[src/sv/perlin_noise_2d_octaves_core_defines.svh]
// Assertion macros used by the top module of the noise core.
`ifndef PERLIN_NOISE_2D_OCTAVES_CORE_DEFINES_SVH
`define PERLIN_NOISE_2D_OCTAVES_CORE_DEFINES_SVH

// The condition holds at every clock edge outside reset.
`define PN_ASSERT_HOLDS(name, clk, rst, cond, msg) \
   name: assert property (@(posedge clk) disable iff (rst) (cond)) else $error(msg);

// The consequent holds in the same cycle as the antecedent.
`define PN_ASSERT_IMPLIES(name, clk, rst, ante, cons, msg) \
   name: assert property (@(posedge clk) disable iff (rst) (ante) |-> (cons)) else $error(msg);

// The consequent holds in the cycle after the antecedent.
`define PN_ASSERT_NEXT(name, clk, rst, ante, cons, msg) \
   name: assert property (@(posedge clk) disable iff (rst) (ante) |=> (cons)) else $error(msg);

`endif

[src/sv/pnoise_table.sv]
`timescale 1ns / 1ps
`default_nettype none

// Permutation table: one write port, one read port with registered data.
module pnoise_table #(
   parameter int TABLE_SIZE = 256
) (
   input  wire logic                          clock,
   input  wire logic                          wr_en,
   input  wire logic [$clog2(TABLE_SIZE)-1:0] wr_addr,
   input  wire logic [7:0]                    wr_data,
   input  wire logic [$clog2(TABLE_SIZE)-1:0] rd_addr,
   output logic      [7:0]                    rd_data_ff
);

   logic [7:0] mem [TABLE_SIZE];

   always_ff @(posedge clock) begin
      if (wr_en) begin
         mem[wr_addr] <= wr_data;
      end
   end

   always_ff @(posedge clock) begin
      rd_data_ff <= mem[rd_addr];
   end

endmodule

`default_nettype wire

[config.mk]
export PLATFORM = sky130hd
export DESIGN_NAME = pnoise_table
export DESIGN_NICKNAME = d
export VERILOG_FILES = /design/src/sv/perlin_noise_2d_octaves_core_defines.svh /design/src/sv/pnoise_table.sv
export SDC_FILE = /design/constraint.sdc
export NUM_CORES = 2
export LEC_CHECK = 0
export BUFFER_PORTS_ARGS = -buffer_cell sky130_fd_sc_hd__buf_4
export CAP_MARGIN = 20
export CORE_MARGIN = 2
export CORE_UTILIZATION = 50
export CTS_BUF_LIST = sky130_fd_sc_hd__clkbuf_8
export DETAILED_ROUTE_END_ITERATION = 10
export GPL_TIMING_DRIVEN = 0
export PLACE_DENSITY = 0.72
export SYNTH_ARGS = -nofsm -noshare
export SYNTH_HDL_FRONTEND = slang
export SYNTH_SLANG_ARGS = --single-unit
[constraint.sdc]
create_clock -name clock -period 4.71 [get_ports clock]
set_input_delay 0.2355 -clock clock [delete_from_list [all_inputs] [get_ports clock]]
set_output_delay 0.2355 -clock clock [all_outputs]
set_load 0.005 [all_outputs]
# Word-level counts from Yosys, hierarchy flattened
# Memory sizes are Yosys's and may differ from the RTL's. A register that Yosys moved wholly into a read port is not among the register bits.
# Index checks and enable logic that the tools add are counted.
classes:
  n_mux: 2
ops:
  columns: ["cell", "n"]
  rows:
  - ["2-to-1 mux 1 bit", 2]
totals:
  ff_bits: 0
  ramBits: 2048
  in_bits: 26
  wordCells: 3
  n_memories: 1
mem_list:
  columns: ["memory", "depth", "width", "read_ports", "rd_clocked_by_memory_dff", "write_ports", "line_no", "rtl"]
  rows:
  - ["mem", 256, 8, 1, 1, 1, "pnoise_table.sv:16", "logic [7:0] mem [TABLE_SIZE];"]

# Logic depth before layout (Yosys ltp)
depth:
  depth_word: 2
  mapped_depth: 11

# Least setup slack after synthesis
# OpenSTA, ideal clock, no wires.
synth_timing:
  kind: "input port to flip-flop"
  startpoint: "input port rd_addr[0]"
  endpoint: "register rd_data_ff[2] (read register of mem)"
  setup_time_ns: 0.131
  arrival_time_ns: 2.042
  setup_slack_ns: 2.537
  cell_stages: 9
  n_path_buf: 4
  path_cell_list: "buf_6 > buf_12 > buf_8 > buf_2 > mux4_2 > a22oi_1 > a21oi_1 > nor4_1 > nor4_2"
synth_rtl:
  columns: ["item", "line_no", "rtl"]
  rows:
  - ["start: declaration", "pnoise_table.sv:12", "input wire logic [$clog2(TABLE_SIZE)-1:0] rd_addr,"]
  - ["end: declaration", "pnoise_table.sv:13", "output logic [7:0] rd_data_ff"]

==> results.toml <==
[detailed_routing]
drtAntennaViolNets = 0
drt-wirelength-per-cell_um = 35.86
drc = 1
route.final.wire_length_um = 231400
firstDrtPassIters = 11
via_count = 43000
vias_per_cell = 6.662
dr.first_iter.drc_count = 7647

[pwr]
max-vdd-ir-drop_mv = 0.2957
power_leakage_nw = 27.81
cellPowerDensity_mw_per_mm2 = 407.3
power.total_mw = 36.22

[worst_setup_path]
cp_endpoint_kind = "flip-flop"
crit_type = "input pin to flip-flop"
timing.critical_path.fanout_max = 12
worst_ep_arrival_time_ps = 4510
timing.critical_path.required_ps = 5540
r2r_slack_ps = 1370
startpoint_type = "input pin"

[timing]
finalSetupTns_ps = 0
clock.fmax_mhz = 271.6
fin_worst_hold_slack_ps = 140.4
final.setup_skew_ps = 57.37
drv_slew = 0
timing.final.setup_violations = 0
slew-limit-headroom = 0.03186
period_minus_slack_ps = 3682
final.setup.worst_slack_ps = 1028
timing.final.hold_violations = 0
final_min_period_over_clock_period = 0.7818
rsz_0062_raised_after_global_routing = "no"
worst_slew_pin_slew_ps = 1452

[cts]
clk_pin_slew_worst_paths_ps = 60
cts_resized = 0
cts_inserted_buffers = 335
post_cts_buffers = 0
clock_sinks = 2056
cts_tree = "yes"
clockBufferDepth = 4
maximum_level_of_the_cts_h_tree = 5
clock_latency_ps = 1030
clock_tree.root_cell = "sky130_fd_sc_hd__clkbuf_8"

[synth]
avg_synthesized_cell_area_um2 = 21.31
synthMostInstantiatedCell = "sky130_fd_sc_hd__edfxtp_1"
synth_async_sr_flop_share = 0
synthesis.nets = 3759
synthFlopType = "sky130_fd_sc_hd__edfxtp_1"
yosysWarningCount = 0
synth.area.top_cells = "sky130_fd_sc_hd__edfxtp_1, sky130_fd_sc_hd__mux4_2, sky130_fd_sc_hd__mux2i_1, sky130_fd_sc_hd__nor2_1, sky130_fd_sc_hd__a22oi_1"
yosysUniqueCellTypes = 55
post_synth_instance_area_mm2 = 0.07956
synth.yosys.seq_area_share = 0.7750
synth_top_area_share = 0.7730
number_of_synthesized_flops_with_an_enable_pin = 2048
number_of_instances_in_the_synthesized_netlist = 3733
ff_latch_count_synth = 2056
synth.top_cells.by_count = "sky130_fd_sc_hd__edfxtp_1, sky130_fd_sc_hd__mux4_2, sky130_fd_sc_hd__nor2_1, sky130_fd_sc_hd__mux2i_1, sky130_fd_sc_hd__a22oi_1"
yosys.area.top_type = "sky130_fd_sc_hd__edfxtp_1"

[outcome]
violations = "DRC"
outcome = "complete, but fails checks"

[grt]
grt_antenna_before_repair = 16
grt_first_pass_wirelength_um = 316800
grt_start_max_net_pins = 161
gr-total-overflow = 0
track_usage = 0.2840
via_count_of_the_first_global_routing_pass = 41370

[placement]
pre_cts_slack_ps = 102.6
inst_count_dp = 5871
post-dp-hpwl_um = 154600
dpl-instance-area_mm2 = 0.08305
port_buffers = 26
finalWeightedCongestion = 1.043

[floorplan]
die-height_um = 402.9
boundaryPins = 34
number_of_rows_created_at_floorplan = 146
start_util = 0.5029
floorplan.die_area_mm2 = 0.1623
fp.dieW_um = 402.9
coreArea_mm2 = 0.1582

[layout]
fin_area_mm2 = 0.08893
final_net_count = 4175
post-route-util = 0.5621
final_cell_count_without_fillers = 6454
area_growth_syn_to_layout_pct = 11.78
layout.filler_cells = 11540
drive_above_1_share = 0.2364

[min_path]
hold_path.class = "input pin to flip-flop"

[run]
cap_viol_max_count = 0
-- logic make-up after synthesis --
family	after synthesis	share of synthesized area
mux	591	0.1462
simple gates	466	0.02628
flops	2056	0.7750
compound gates	385	0.03419
buf+inv	235	0.01831
-- flip-flops by register name (all words and copies together) (netlist names) --
name and count:
rd_data_ff 8, mem 2048
-- layer usage --
metal / routed length, µm / global-route usage
met5: 90 / 0
met4: 15000 / 0.1612
met3: 35170 / 0.1100
met2: 101200 / 0.4108
met1: 79930 / 0.3696
-- worst max-delay path, cell delays in order --
cell and delay (ps):
sky130_fd_sc_hd__buf_4 110, sky130_fd_sc_hd__buf_4 200, sky130_fd_sc_hd__clkbuf_1 420, sky130_fd_sc_hd__nor2_1 1050, sky130_fd_sc_hd__clkbuf_1 570, sky130_fd_sc_hd__a221oi_1 460
sky130_fd_sc_hd__o32ai_1 400, sky130_fd_sc_hd__nor3_1 140, sky130_fd_sc_hd__nor4_1 890
-- report_power, final --
group	internal (mW)	total, mW	switching [mW]
combinational	0.686	2.19	1.50
sequential	20.2	20.2	0.0134
clock	7.01	13.8	6.84
total	27.9	36.2	8.35
-- area by class of cell --
class                   count  area (µm²)  area share
repair buffers             79       983.4     0.01106
diodes                     13       32.53   0.0003658
plain buffers             233        1471     0.01655
inverters                   2       7.507  0.00008442
clock buffers             342        4707     0.05293
well taps                2072        2592     0.02915
clock inverters           215        1022     0.01149
flip-flops and latches   2056       61660      0.6934
multi-input cells        1442       16450      0.1850
-- placed cells by master, fill, tap and decap left out, drive strengths merged, types with 31 or more instances in the layout --
| cell | netlist | layout |
|---|---|---|
| edfxtp | 2048 | 2048 |
| mux4 | 456 | 456 |
| clkbuf | 111 | 454 |
| nor2 | 282 | 282 |
| buf | 122 | 191 |
| mux2i | 134 | 134 |
| a22oi | 133 | 133 |
| clkinv | 1 | 107 |
| inv | 1 | 98 |
| a21oi | 96 | 96 |
| o221ai | 47 | 47 |
| nand3 | 34 | 34 |
| nand2 | 33 | 33 |
| nor2b | 31 | 31 |
-- path summary, 6_finish.rpt --
kind | end | from | depth (start not counted)
max reg2reg | rd_data_ff[5] | mem[211][5] | 6
min reg2reg | rd_data_ff[7] | mem[103][7] | 6
max | rd_data_ff[5] | rd_addr[4] | 9
min | mem[192][3] | wr_addr[6] | 3
-- what timing repair did --
action | CTS | global route
hold buffers | 9 | 0
endpoints found under the setup margin | 0 | 0
hold endpoints to repair | 909 | 0
(Power assumes the default switching activity.)
