<file path="src/sv/perlin_noise_2d_octaves_core_defines.svh">
// Assertion macros used by the top module of the noise core.
`ifndef PERLIN_NOISE_2D_OCTAVES_CORE_DEFINES_SVH
`define PERLIN_NOISE_2D_OCTAVES_CORE_DEFINES_SVH

// The condition holds at every clock edge outside reset.
`define PN_ASSERT_HOLDS(name, clk, rst, cond, msg) \
   name: assert property (@(posedge clk) disable iff (rst) (cond)) else $error(msg);

// The consequent holds in the same cycle as the antecedent.
`define PN_ASSERT_IMPLIES(name, clk, rst, ante, cons, msg) \
   name: assert property (@(posedge clk) disable iff (rst) (ante) |-> (cons)) else $error(msg);

// The consequent holds in the cycle after the antecedent.
`define PN_ASSERT_NEXT(name, clk, rst, ante, cons, msg) \
   name: assert property (@(posedge clk) disable iff (rst) (ante) |=> (cons)) else $error(msg);

`endif

</file>
<file path="src/sv/pnoise_pkg.sv">
`timescale 1ns / 1ps
`default_nettype none

package pnoise_pkg;

   localparam int MUL_A_W = 33;
   localparam int MUL_B_W = 25;
   localparam int PROD_W  = MUL_A_W + MUL_B_W;

   localparam logic [1:0] CSR_BASE_SCALE   = 2'd0;
   localparam logic [1:0] CSR_OCTAVE_COUNT = 2'd1;
   localparam logic [1:0] CSR_ROUGHNESS    = 2'd2;

   localparam logic REQ_LOAD = 1'b0;
   localparam logic REQ_EVAL = 1'b1;

   localparam logic [16:0] ONE_Q16      = 17'd65536;
   localparam logic [24:0] FADE_K15     = 25'd983040;
   localparam logic [20:0] FADE_K10     = 21'd655360;
   localparam logic [23:0] BASE_RESET   = 24'd65536;
   localparam logic [3:0]  OCT_RESET    = 4'd4;
   localparam logic [16:0] ROUGH_RESET  = 17'd32768;
   localparam logic signed [27:0] NOISE_LIMIT = 28'sd4194304;

   typedef struct packed {
      logic [MUL_A_W-1:0] op_a;
      logic [MUL_B_W-1:0] op_b;
   } mul_op_type;

   // Gradient weight of a hash: 1..8 from the low three bits, negative when bit 3 is set.
   function automatic logic signed [4:0] grad_weight(input logic [3:0] h);
      logic [4:0] mag;
      mag = {2'b00, h[2:0]} + 5'd1;
      grad_weight = h[3] ? $signed(-mag) : $signed(mag);
   endfunction

endpackage

`default_nettype wire

</file>
<file path="src/sv/pnoise_mul.sv">
`timescale 1ns / 1ps
`default_nettype none

// Shared signed multiplier with a registered product.
module pnoise_mul (
   input  wire logic                                   clock,
   input  wire pnoise_pkg::mul_op_type                 op,
   output logic signed [pnoise_pkg::PROD_W-1:0]        prod_ff
);

   logic signed [pnoise_pkg::PROD_W-1:0] prod_in;

   assign prod_in = $signed(op.op_a) * $signed(op.op_b);

   always_ff @(posedge clock) begin
      prod_ff <= prod_in;
   end

endmodule

`default_nettype wire

</file>
<file path="config.mk">
export PLATFORM = sky130hd
export DESIGN_NAME = pnoise_mul
export DESIGN_NICKNAME = d
export VERILOG_FILES = /design/src/sv/perlin_noise_2d_octaves_core_defines.svh /design/src/sv/pnoise_pkg.sv /design/src/sv/pnoise_mul.sv
export SDC_FILE = /design/constraint.sdc
export NUM_CORES = 2
export LEC_CHECK = 0
export BUFFER_PORTS_ARGS = -buffer_cell sky130_fd_sc_hd__buf_2
export CORE_MARGIN = 1
export CORE_UTILIZATION = 50
export DETAILED_ROUTE_END_ITERATION = 16
export PLACE_DENSITY = 0.69
export SLEW_MARGIN = 20
export SYNTH_ARGS = -nofsm -noshare
export SYNTH_HDL_FRONTEND = slang
export SYNTH_SLANG_ARGS = --single-unit
</file>
<file path="constraint.sdc">
create_clock -name clock -period 7 [get_ports clock]
set_input_delay 0.7 -clock clock [delete_from_list [all_inputs] [get_ports clock]]
set_output_delay 0.7 -clock clock [all_outputs]
set_load 0.02 [all_outputs]
</file>
After elaboration in Yosys (flattened, before gate mapping)
Cells that the tools add are included.
Storage, ports and cells
  logic and storage cells: 2
  output and inout port bits: 58
  flip-flop bits (word level): 58
Operators by class
  multiply operators: 1
Operator list (count)
  33-bit by 25-bit multiplier with 58-bit output: 1

Longest topological paths before layout
  depth after elaboration: 1
  gate-level depth with buffers: 27

Worst setup path after synthesis
OpenSTA, ideal clock, no wires.
  path kind: in2reg
  start: in op[57] in the netlist's numbering
  end: reg prod_ff[57] in the netlist's numbering
  stages on the path: 25
  data required time: 6.936 ns
  arrival: 7.341 ns
  setup time: 0.064 ns
  slack: -0.405 ns
  buffers on the path: 1
  cells stage by stage: clkbuf_1 nand2_1 inv_1 fa_1 fa_1 inv_1 fa_1 inv_1 fa_1 fa_1 fa_1 inv_1 fa_1 inv_1 ha_1 a21o_1 a21o_1 a21o_1 a2111oi_0 o32ai_1 a21oi_2 o21a_1 a21oi_2 or4_1 nand4_1
Between the ends
  word-level cells in the longest chain between the ends: 1
RTL lines
  from (decl): line pnoise_mul.sv:7  | input wire pnoise_pkg::mul_op_type op,
  33-bit by 25-bit multiplier with 58-bit output: line pnoise_mul.sv:13  | assign prod_in = $signed(op.op_a) * $signed(op.op_b);
  net prod_in, one bit: line pnoise_mul.sv:11  | logic signed [pnoise_pkg::PROD_W-1:0] prod_in;
  to (signal assigned): line pnoise_mul.sv:16  | prod_ff <= prod_in;
  to (decl): line pnoise_mul.sv:8  | output logic signed [pnoise_pkg::PROD_W-1:0] prod_ff
The timed path passes the listed nets, and every way through them passes these cells.

Worst setup path in the final report
  start: in op[16] in the netlist's numbering
  end: reg prod_ff[56] in the netlist's numbering
Same word-level chain as after synthesis.

==> out/metrics.csv <==
metric,value,unit
hp-class,in2reg,
synth_edf_count,0,
largest_reg_flops,58,
yosys-top-cells-count,"842 x fa_1, 778 x inv_1, 422 x nand2_1, 410 x and2_1, 157 x ha_1",
cp_slowest_cell,fa_1,
cp-end-kind,flip-flop,
finalSetupViolations,2,
slew-limit-headroom,0.5892,
route.detailed.drc,24,
maxCapViolCount,0,
syn_to_final_growth,20.43,%
setup.worst_path.start_class,input port,
seq_area,1161,um2
violations,"design-rule violations, negative setup slack",
gp_congestion,0.9134,
cts_buffer_depth,2,
layout-drive-gt1-share,0.2019,
final_core_util,0.6097,
die_w,246.7,um
rsz0062_at_grt,yes,
crit_cells,24,
numCtsBuffers,9,
core,59130,um2
crit_chain,buf_12 > bufbuf_16 > nand2_1 > fa_1 > inv_1 > fa_1 > fa_1 > fa_1 > fa_1 > fa_1 > inv_2 > fa_1 > inv_2 > ha_4 > nand3_4 > o221ai_2 > a21oi_2 > o221ai_4 > a41oi_4 > o21ai_2 > a221o_2 > a221oi_4 > o21ai_2 > xor2_1,
rows,89,
io_pins,117,
grt_max_degree,34,
finish.net_count,4595,
slew_violations,0,
n_fill_cell,4835,
setup_slack,-0.03170,ns
post_drt_wl_per_cell,19.27,um
multi_input_comb_area,26110,um2
max_stage_delay,0.64,ns
top_regs,prod_ff: 58 flops,
dr_total_vias,22363,
period_needed,7.032,ns
async_flop_share,0,
critPathBufInv,5,
syn_area_per_cell,9.465,um2
hp-start,op[0],
grt_pass1_wl,128900,um
clk_pin_slew,0.06,ns
crit_top_cell,fa_1,
cp.required,7.27,ns
yosysSeqAreaShare,0.03878,
regMostFlops,prod_ff,
grt-ovfl-total,0,
cp_top_family,adder cells,
status,finished with violations,
pre_cts_slack,-0.7598,ns
worstMarginPinSlew,0.6118,ns
synthDistinctLibCells,62,
root_buffer,clkbuf_16,
route.final.wire_length,83200,um
cp_max_fo,6,
port-buffer-count,116,
mappedNetlistNets,4221,
hold_buffers,0,
h-tree-depth,3,
max_freq,142.2,MHz
tns,-0.03786,ns
min_to,prod_ff[0],
viasPerCell,5.180,
critPathKind,in2reg,
syn-cell-area,29940,um2
drtAntennaViolNets,0,
synth_largest_area_cell,fa_1,
die-area,60860,um2
fp.dieH,246.7,um
drt_iter0_drc,1244,
initial_utilization,0.5063,
grt_pass1_vias,24492,
synth_top_area_frac,0.5630,
dr.pass1.iters,11,
yosysWarningCount,0,
arrival,7.30,ns
finalCritPeriodShare,1.005,
antenna_found_initial,6,
synth_ff_type,dfxtp_1,
grtUsageTotal,0.2781,
synth_most_common_cell,fa_1,
worstHoldPathCells,2,
cts_tree,built,
hold_viol,0,
synth-seq-cells,58,
synthTopCellsByArea,"fa_1 56%, inv_1 9.8%, and2_1 8.6%",
cts_sinks,58,
dp_hpwl,68080,um
synth_cells,3163,
logic make-up after synthesis:
family,Yosys count,synth area share
xor+xnor,63,0.01843
compound gates,168,0.03920
fa+ha+maj,999,0.6287
flops,58,0.03878
buf+inv,926,0.1165
simple gates,949,0.1584
metrics by stage:
step	instances	cell area, um2	hold WS, ns
2_1_floorplan	3163	29980	0.8273
3_3_place_gp	4261	33980	1.115
3_5_place_dp	4261	33980	1.115
4_1_cts	4286	34690	0.7898
5_1_grt	4316	36050	0.8237
6_report	4317	36050	0.8117
cells in the final DEF (no fill, tap or decap), types with 30 or more instances in the layout:
master and n:
a21oi_1 32, and2_1 392, buf_12 34, buf_2 69, buf_4 350, buf_6 30
dfxtp_1 58, fa_1 811, fa_2 31, ha_1 127, inv_1 750, nand2_1 408
nor2_1 54, xnor2_1 44
worst max-delay path by stage:
stage / startpoint / end
after floorplan: op[47] / prod_ff[56]
after global placement: op[11] / prod_ff[57]
after detailed placement: op[11] / prod_ff[57]
after CTS: op[1] / prod_ff[55]
after global routing: op[16] / prod_ff[56]
final: op[16] / prod_ff[56]
routing by layer:
metal  vias up  routed length [um]  track usage
met4         4                4382       0.1202
met5         -                  25            0
met2       775               42660       0.4943
li1       9790                   -            -
met3       212                5094      0.02605
met1     11582               31040       0.3449
repair_timing:
action / CTS / global route
endpoints found under the setup margin: 15 / 19
hold endpoints to repair: 0 / 0
gates cloned: 3 / 12
pin swaps: 39 / 132
gates resized for setup: 76 / 240
setup buffers: 6 / 18
final cells by class:
cell class              instances  area share
multi-input cells            2179      0.7240
repair buffers                510      0.1268
inverters                     779     0.08114
flip-flops and latches         58     0.03220
well taps                     773     0.02683
clock buffers                   9    0.006247
clock inverters                 7    0.002603
diodes                          2   0.0001388
Power is not shown: default switching activity piles up to over one toggle a cycle in this logic, so the estimate is an artifact.
